$ cat config.mk
export PLATFORM = sky130hd
export DESIGN_NAME = lzd_ctrl
export DESIGN_NICKNAME = d
export VERILOG_FILES = /design/src/design/lzd_pkg.sv /design/src/design/lzd_ctrl.sv
export SDC_FILE = /design/constraint.sdc
export NUM_CORES = 1
export LEC_CHECK = 0
export BUFFER_PORTS_ARGS = -buffer_cell sky130_fd_sc_hd__buf_2
export CORE_MARGIN = 5
export CORE_UTILIZATION = 40
export DETAILED_ROUTE_END_ITERATION = 8
export GPL_TIMING_DRIVEN = 0
export MAX_ROUTING_LAYER = met4
export PLACE_DENSITY = 0.78
export SLEW_MARGIN = 10
export SYNTH_ARGS = -nofsm -noshare
export SYNTH_HDL_FRONTEND = slang
export SYNTH_SLANG_ARGS = --single-unit
$ cat constraint.sdc
create_clock -name aclk -period 2.15 [get_ports aclk]
set_input_delay 0.3225 -clock aclk [delete_from_list [all_inputs] [get_ports aclk]]
set_output_delay 0.3225 -clock aclk [all_outputs]
set_load 0.02 [all_outputs]
$ cat src/design/lzd_pkg.sv
// shared types and constants for the lz77 stream decompressor
// used by lzd_ctrl, lzd_dp and lz77_stream_decompressor_top
package lzd_pkg;

    localparam logic [7:0] TAG_VALUE = 8'h10;
    localparam logic [4:0] MIN_MATCH = 5'd3;

    typedef enum logic [2:0] {
        STAT_DATA    = 3'd0,
        STAT_EMPTY   = 3'd1,
        STAT_BAD_TAG = 3'd2,
        STAT_TOO_FAR = 3'd3,
        STAT_SHORT   = 3'd4
    } stat_t;

    // controller to datapath
    typedef struct packed {
        logic  clr;
        logic  hdr_load;
        logic  flag_load;
        logic  mh_load;
        logic  match_start;
        logic  copy_rd;
        logic  push;
        logic  src_hist;
        logic  adv;
        logic  out_load;
        logic  out_last;
        stat_t out_status;
    } cmd_t;

    // datapath to controller
    typedef struct packed {
        logic out_free;
        logic tag_ok;
        logic hdr_done;
        logic size_zero;
        logic flag_bit;
        logic bit_last;
        logic lit_short;
        logic done_next;
        logic too_far;
        logic copy_short;
        logic count_last;
        logic last_hold;
    } status_t;

endpackage

$ cat src/design/lzd_ctrl.sv
// control state machine of the lz77 stream decompressor
// depends on lzd_pkg for the command and status structs
module lzd_ctrl (
    input  logic             aclk,
    input  logic             aresetn,
    input  logic             s_tvalid,
    input  logic             s_tlast,
    output logic             s_tready,
    input  lzd_pkg::status_t status,
    output lzd_pkg::cmd_t    cmd
);
    import lzd_pkg::*;

    typedef enum logic [7:0] {
        S_TAG   = 8'b0000_0001,
        S_SIZE  = 8'b0000_0010,
        S_FLAG  = 8'b0000_0100,
        S_ITEM  = 8'b0000_1000,
        S_MLO   = 8'b0001_0000,
        S_DRAIN = 8'b0010_0000,
        S_CRD   = 8'b0100_0000,
        S_CWR   = 8'b1000_0000
    } state_t;

    state_t state_reg, state_next;
    logic   accept;
    logic   do_fail;
    stat_t  fail_code;
    logic   do_adv;
    logic   adv_last;

    assign s_tready = (state_reg != S_CRD) && (state_reg != S_CWR) && status.out_free;
    assign accept   = s_tvalid && s_tready;

    always_comb begin
        state_next = state_reg;
        cmd        = '0;
        cmd.out_status = STAT_DATA;
        do_fail    = 1'b0;
        fail_code  = STAT_SHORT;
        do_adv     = 1'b0;
        adv_last   = s_tlast;
        unique case (state_reg)
            S_TAG: begin
                if (accept) begin
                    if (!status.tag_ok) begin
                        do_fail   = 1'b1;
                        fail_code = STAT_BAD_TAG;
                    end else if (s_tlast) begin
                        do_fail = 1'b1;
                    end else begin
                        state_next = S_SIZE;
                    end
                end
            end
            S_SIZE: begin
                if (accept) begin
                    cmd.hdr_load = 1'b1;
                    if (!status.hdr_done) begin
                        do_fail = s_tlast;
                    end else if (status.size_zero) begin
                        do_fail   = 1'b1;
                        fail_code = STAT_EMPTY;
                    end else if (s_tlast) begin
                        do_fail = 1'b1;
                    end else begin
                        state_next = S_FLAG;
                    end
                end
            end
            S_FLAG: begin
                if (accept) begin
                    if (s_tlast) begin
                        do_fail = 1'b1;
                    end else begin
                        cmd.flag_load = 1'b1;
                        state_next    = S_ITEM;
                    end
                end
            end
            S_ITEM: begin
                if (accept) begin
                    if (!status.flag_bit) begin
                        if (s_tlast && status.lit_short) begin
                            do_fail = 1'b1;
                        end else begin
                            cmd.push     = 1'b1;
                            cmd.out_load = 1'b1;
                            cmd.out_last = status.done_next;
                            do_adv       = 1'b1;
                        end
                    end else if (s_tlast) begin
                        do_fail = 1'b1;
                    end else begin
                        cmd.mh_load = 1'b1;
                        state_next  = S_MLO;
                    end
                end
            end
            S_MLO: begin
                if (accept) begin
                    if (status.too_far) begin
                        do_fail   = 1'b1;
                        fail_code = STAT_TOO_FAR;
                    end else if (s_tlast && status.copy_short) begin
                        do_fail = 1'b1;
                    end else begin
                        cmd.match_start = 1'b1;
                        state_next      = S_CRD;
                    end
                end
            end
            S_DRAIN: begin
                if (accept && s_tlast) begin
                    cmd.clr    = 1'b1;
                    state_next = S_TAG;
                end
            end
            S_CRD: begin
                cmd.copy_rd = 1'b1;
                state_next  = S_CWR;
            end
            S_CWR: begin
                if (status.out_free) begin
                    cmd.push     = 1'b1;
                    cmd.src_hist = 1'b1;
                    cmd.out_load = 1'b1;
                    cmd.out_last = status.done_next;
                    adv_last     = status.last_hold;
                    if (status.count_last) begin
                        do_adv = 1'b1;
                    end else begin
                        state_next = S_CRD;
                    end
                end
            end
            default: begin
                cmd.clr    = 1'b1;
                state_next = S_TAG;
            end
        endcase

        if (do_fail) begin
            cmd.out_load   = 1'b1;
            cmd.out_last   = 1'b1;
            cmd.out_status = fail_code;
            cmd.clr        = s_tlast;
            state_next     = s_tlast ? S_TAG : S_DRAIN;
        end

        if (do_adv) begin
            cmd.adv = 1'b1;
            if (status.done_next) begin
                cmd.clr    = adv_last;
                state_next = adv_last ? S_TAG : S_DRAIN;
            end else if (status.bit_last) begin
                state_next = S_FLAG;
            end else begin
                state_next = S_ITEM;
            end
        end
    end

    always_ff @(posedge aclk) begin
        if (!aresetn) begin
            state_reg <= S_TAG;
        end else begin
            state_reg <= state_next;
        end
    end

endmodule

# Word-level counts from Yosys, hierarchy flattened
# Cells that the tools add are included.
# totals
elab_cells	120
out_inout_bits	15
in_bits	16
register_bits	8
# classes
reduce_logical	8
n_mux	83
n_eq_ne	28
# op_table
cell	n
2-to-1 mux 8 bit	20
!= test 4 bit, second input constant	18
case mux 8 bit (8 select lines)	1
2-to-1 mux 1 bit	39
2-to-1 mux 3 bit	7
2-to-1 mux 6 bit	3
AND reduction 18 bit	1
2-to-1 mux 2 bit	5
case mux 3 bit (3 select lines)	1
== test 8 x 1 -> 1 bit, second input constant	1
== test 8 x 2 -> 1 bit, second input constant	1
== test 8 x 3 -> 1 bit, second input constant	1
== test 8 x 4 -> 1 bit, second input constant	1
== test 8 x 5 -> 1 bit, second input constant	1
== test 8 x 6 -> 1 bit, second input constant	1
== test 8 x 7 -> 1 bit, second input constant	1
== test 8 bit, second input constant	1
!= test 8 x 7 -> 1 bit, second input constant	1
!= test 8 bit, second input constant	1
OR reduction 7 bit	1
logical AND 1 bit	6
case mux 1 bit (2 select lines)	3
2-to-1 mux 5 bit	1
case mux 1 bit (5 select lines)	1
2 further kinds	2

# Depth between registers and ports, before layout
# depth
ltp_word	10
ltp_mapped	8
mapped_depth_nobuf	7

# Worst setup path after synthesis
# OpenSTA, ideal clock, no wires.
# synth_path
path_type	reg2out
startpoint	register state_reg[7]
endpoint	output port cmd[13] (netlist bit)
arrival_time_ns	2.131
path_buffers	0
setup_slack_ns	-0.304
stages_incl_launch_ff	7
path_cell_list	dfxtp_1 or4_4 nor4_4 nand2b_2 a41o_4 o311a_1 nor3_2
# synth_lines
element	line_no	source
start: declaration	lzd_ctrl.sv:25	state_t state_reg, state_next;
start signal: assignment	lzd_ctrl.sv:168	state_reg <= state_next;
end: declaration	lzd_ctrl.sv:10	output lzd_pkg::cmd_t cmd

==> Flow_metrics.wiki <==
{| class="wikitable"
! Metric !! Value
|-
| IR Drop Worst-Case VDD || approximately 0.6 mV
|-
| MaxCap Viol Count || 0
|-
| Gate count after technology mapping || 118
|-
| First-pass GRT wire length || 5310 um
|-
| Outcome || finished, violations left
|-
| Initial core utilization || 40.7%
|-
| Placed standard-cell area || between 0.001 and 0.0015 mm2
|-
| Pin count of the biggest net entering global routing || 11
|-
| Hold crit path type || in2reg
|-
| Cell area after synthesis || around 880 um2
|-
| Mapped Avg Cell Area || about 7.5 um2
|-
| Net count of the mapped netlist || 134
|-
| Placed insts || 175
|-
| Worst skew pair latency || ~0.25 ns
|-
| DP Worst Slack || -0.429 ns
|-
| Count of inserted antenna diode cells || 0
|-
| Critical-path maximum fanout || 4
|-
| Horizontal die dimension || 57.0 um
|-
| Number of port buffers || 29
|-
| F_max || 379 MHz
|-
| Clock tree from TritonCTS || done
|-
| RSZ-0062 raised after global routing || true
|-
| Part of the total power dissipated in combinational logic || 72.9%
|-
| Count of final max-slew check failures || 0
|-
| Dominant cell by count in the synthesized netlist || sky130_fd_sc_hd__nor2_1
|-
| I/O Pins || 31
|-
| Net switching share of the total power || 42.3%
|-
| Die Area || 0.00325 mm2
|-
| Worst-path cell chain || or4_4 -> nor4_4 -> a2bb2oi_2 -> a41o_4 -> o311a_1 -> nor3_4 -> buf_6
|-
| Violated checks || negative setup slack
|-
| Yosys Warn Count || 0
|-
| Largest cells by area after synthesis || sky130_fd_sc_hd__dfxtp_1, sky130_fd_sc_hd__a21oi_1, sky130_fd_sc_hd__nor2_1
|-
| Area of the core || about 0.0022 mm2
|-
| Number of sinks driven by the clock tree || 8
|-
| Static leakage || ~0.65 nW
|-
| Crit start category || flip-flop
|-
| Total power after layout || between 0.001 and 0.0015 W
|-
| Stage delay of the slowest cell on the critical path || about 0.59 ns
|-
| Net total in the final layout || 193
|-
| Power Density || between 800 and 900 mW/mm2
|-
| Total CTS buffers || 3
|-
| Vias/cell || 6.02
|-
| Overall global routing resource usage || 20.8%
|-
| Cell class contributing the biggest share of worst-path delay || simple AND/OR/NAND/NOR gates
|-
| Clock network fraction of design power || ~8.6%
|-
| Clock tree root buffer cell || sky130_fd_sc_hd__clkbuf_4
|-
| Internal power of the cells || 0.000735 W
|-
| DRT antenna net count || 0
|-
| Relative slew margins || around three quarters
|-
| Global-route congestion overflow total || 0
|-
| Slowest library cell on the worst path || sky130_fd_sc_hd__or4_4
|-
| Setup_tns || -4.49 ns
|-
| HPWL after DPL || between 2000 and 2500 um
|-
| Detailed-route via count || roughly 1200
|-
| Global placement routability congestion || around 0.88
|-
| Post-route setup slack || -0.485 ns
|-
| DRC || 0
|-
| Leading register cell type out of synthesis || sky130_fd_sc_hd__dfxtp_1
|-
| Distinct cell type count after synthesis || 47
|-
| Maximum root-to-sink buffer count || 2
|-
| Ys async rst share || 0%
|-
| Largest register FFs || 8
|-
| Net Sw Power || 0.000539 W
|-
| Depth of the CTS H-tree || 1
|-
| Initial antenna violation count || 0
|-
| Arrival time at the worst endpoint || approximately 2.3 ns
|-
| DRT iter0 DRCs || between 50 and 60
|-
| Layout Skew || around 0.0073 ns
|-
| Final instance area || 0.00154 mm2
|-
| Non-filler instance count after layout || between 200 and 250
|-
| Ranking of synthesized cells by instance count || sky130_fd_sc_hd__nor2_1, sky130_fd_sc_hd__a21oi_1, sky130_fd_sc_hd__nand2_1
|-
| Fraction of layout cells with a size suffix above 1 || 57.1%
|-
| Part of the Yosys area used for sequential elements || ~18%
|-
| Clock slew at reported path FFs || around 0.050 ns
|-
| EDFF count, synth || 0
|-
| Hold Vio Cnt, Final || 0
|-
| Required time at the endpoint of the critical path || ~1.8 ns
|-
| Area overhead of the layout relative to synthesis || 74.2%
|-
| Fraction of the cycle the final worst path needs || 123%
|-
| Number of core rows || 17
|-
| Cell type with the largest total area after synthesis || sky130_fd_sc_hd__dfxtp_1
|-
| Chip Height || ~57 um
|-
| Wirelength per Cell || between 15 and 20 um
|-
| Flip-flop and latch count after synthesis || 8
|-
| Drt first pass iters || 4
|-
| Post-CTS Hold Fix Bufs || 0
|-
| Shortest clock period the worst path allows after layout || ~2.6 ns
|-
| Share of the synthesized area in the top cell type || a little under a fifth
|-
| Kind of end point of the critical path || primary output
|-
| Sequential group share of total power || between 15 and 20%
|-
| Count of endpoints failing setup in the final report || 19
|-
| Detailed Route WL || between 3000 and 4000 um
|-
| Count of buffer and inverter cells on the critical path || 1
|-
| Pin slew with the least headroom to its limit || about 0.39 ns
|-
| Number of global-route vias before repair || ~1200
|-
| Critical path class || reg2out
|}
-- power by group through the flow --
stage / combinational (W) / clock (W) / sequential, W
final: 0.000929 / 0.000109 / 0.000235
after global routing: 0.000981 / 0.000124 / 0.000239
after CTS: 0.000813 / 0.000116 / 0.000231
after detailed placement: 0.000539 / 0 / 0.000234
after global placement: 0.000530 / 0 / 0.000230
after floorplan: 0.000427 / 0 / 0.000223
-- kinds of logic after synthesis --
group,Yosys count,synth area share (%)
and+or+nand+nor,68,46.9
AOI/OAI and AO/OA,33,28.6
DFF,8,18.1
buffers and inverters,6,3.12
muxes,2,2.27
xor gates and xnor gates,1,0.992
-- worst reg2reg max path: stages (launching register included) --
cell and delay, ns:
sky130_fd_sc_hd__dfxtp_4 0.34, sky130_fd_sc_hd__or4_4 0.59, sky130_fd_sc_hd__nor4_4 0.31, sky130_fd_sc_hd__a2bb2oi_2 0.12
sky130_fd_sc_hd__a41o_4 0.28, sky130_fd_sc_hd__buf_4 0.16, sky130_fd_sc_hd__buf_4 0.15, sky130_fd_sc_hd__o21ai_4 0.08
sky130_fd_sc_hd__nand2_2 0.09, sky130_fd_sc_hd__a211o_1 0.30
-- area by class of cell --
class	count	area [um2]
Tap cell	28	35.0
Clock buffer	3	22.5
Buffer	2	16.3
Sequential cell	8	174
Inverter	4	15.0
Fill cell	166	631
Multi-Input combinational cell	104	870
Timing Repair Buffer	54	407
-- per-stage QoR --
stage	hold WS, ns	util, %
6_report	0.337	70.9
5_1_grt	0.346	70.9
4_1_cts	0.330	64.9
3_5_place_dp	0.554	50.1
3_3_place_gp	0.521	50.1
2_1_floorplan	0.473	-
-- repair_timing --
action,CTS,global route
pin swaps,11,4
endpoints found under the setup margin,19,21
resized for setup,42,20
buffers inserted,19,7
-- routing by layer --
metal	vias up	track usage (%)	wire length, um
li1	566	-	-
met1	578	23.3	1280
met2	61	35.9	1740
met3	17	4.07	283
met4	0	8.94	124
met5	-	-	0
-- placed cells by master (no fill, tap or decap), drive strengths merged, types with 3 or more instances in the layout --
cell type and count:
nor4 4, a21oi 12, and3 4, nor3 4
nand2b 4, clkbuf 3, buf 56, o21ai 5
dfxtp 8, nand2 11, nor2 13, inv 4
nand3 7, nor2b 5
-- final timing paths --
| check | from | endpoint | slack, ns | depth (start not counted) |
|---|---|---|---|---|
| worst min register to register | state_reg[1] | state_reg[1] | 0.51 | 2 |
| worst min-delay path | aresetn | state_reg[1] | 0.34 | 3 |
| worst max-delay path | state_reg[4] | cmd[13] | -0.49 | 7 |
| worst max register to register | state_reg[4] | state_reg[0] | -0.38 | 9 |
No activity file was read; power rests on OpenSTA's default activity.
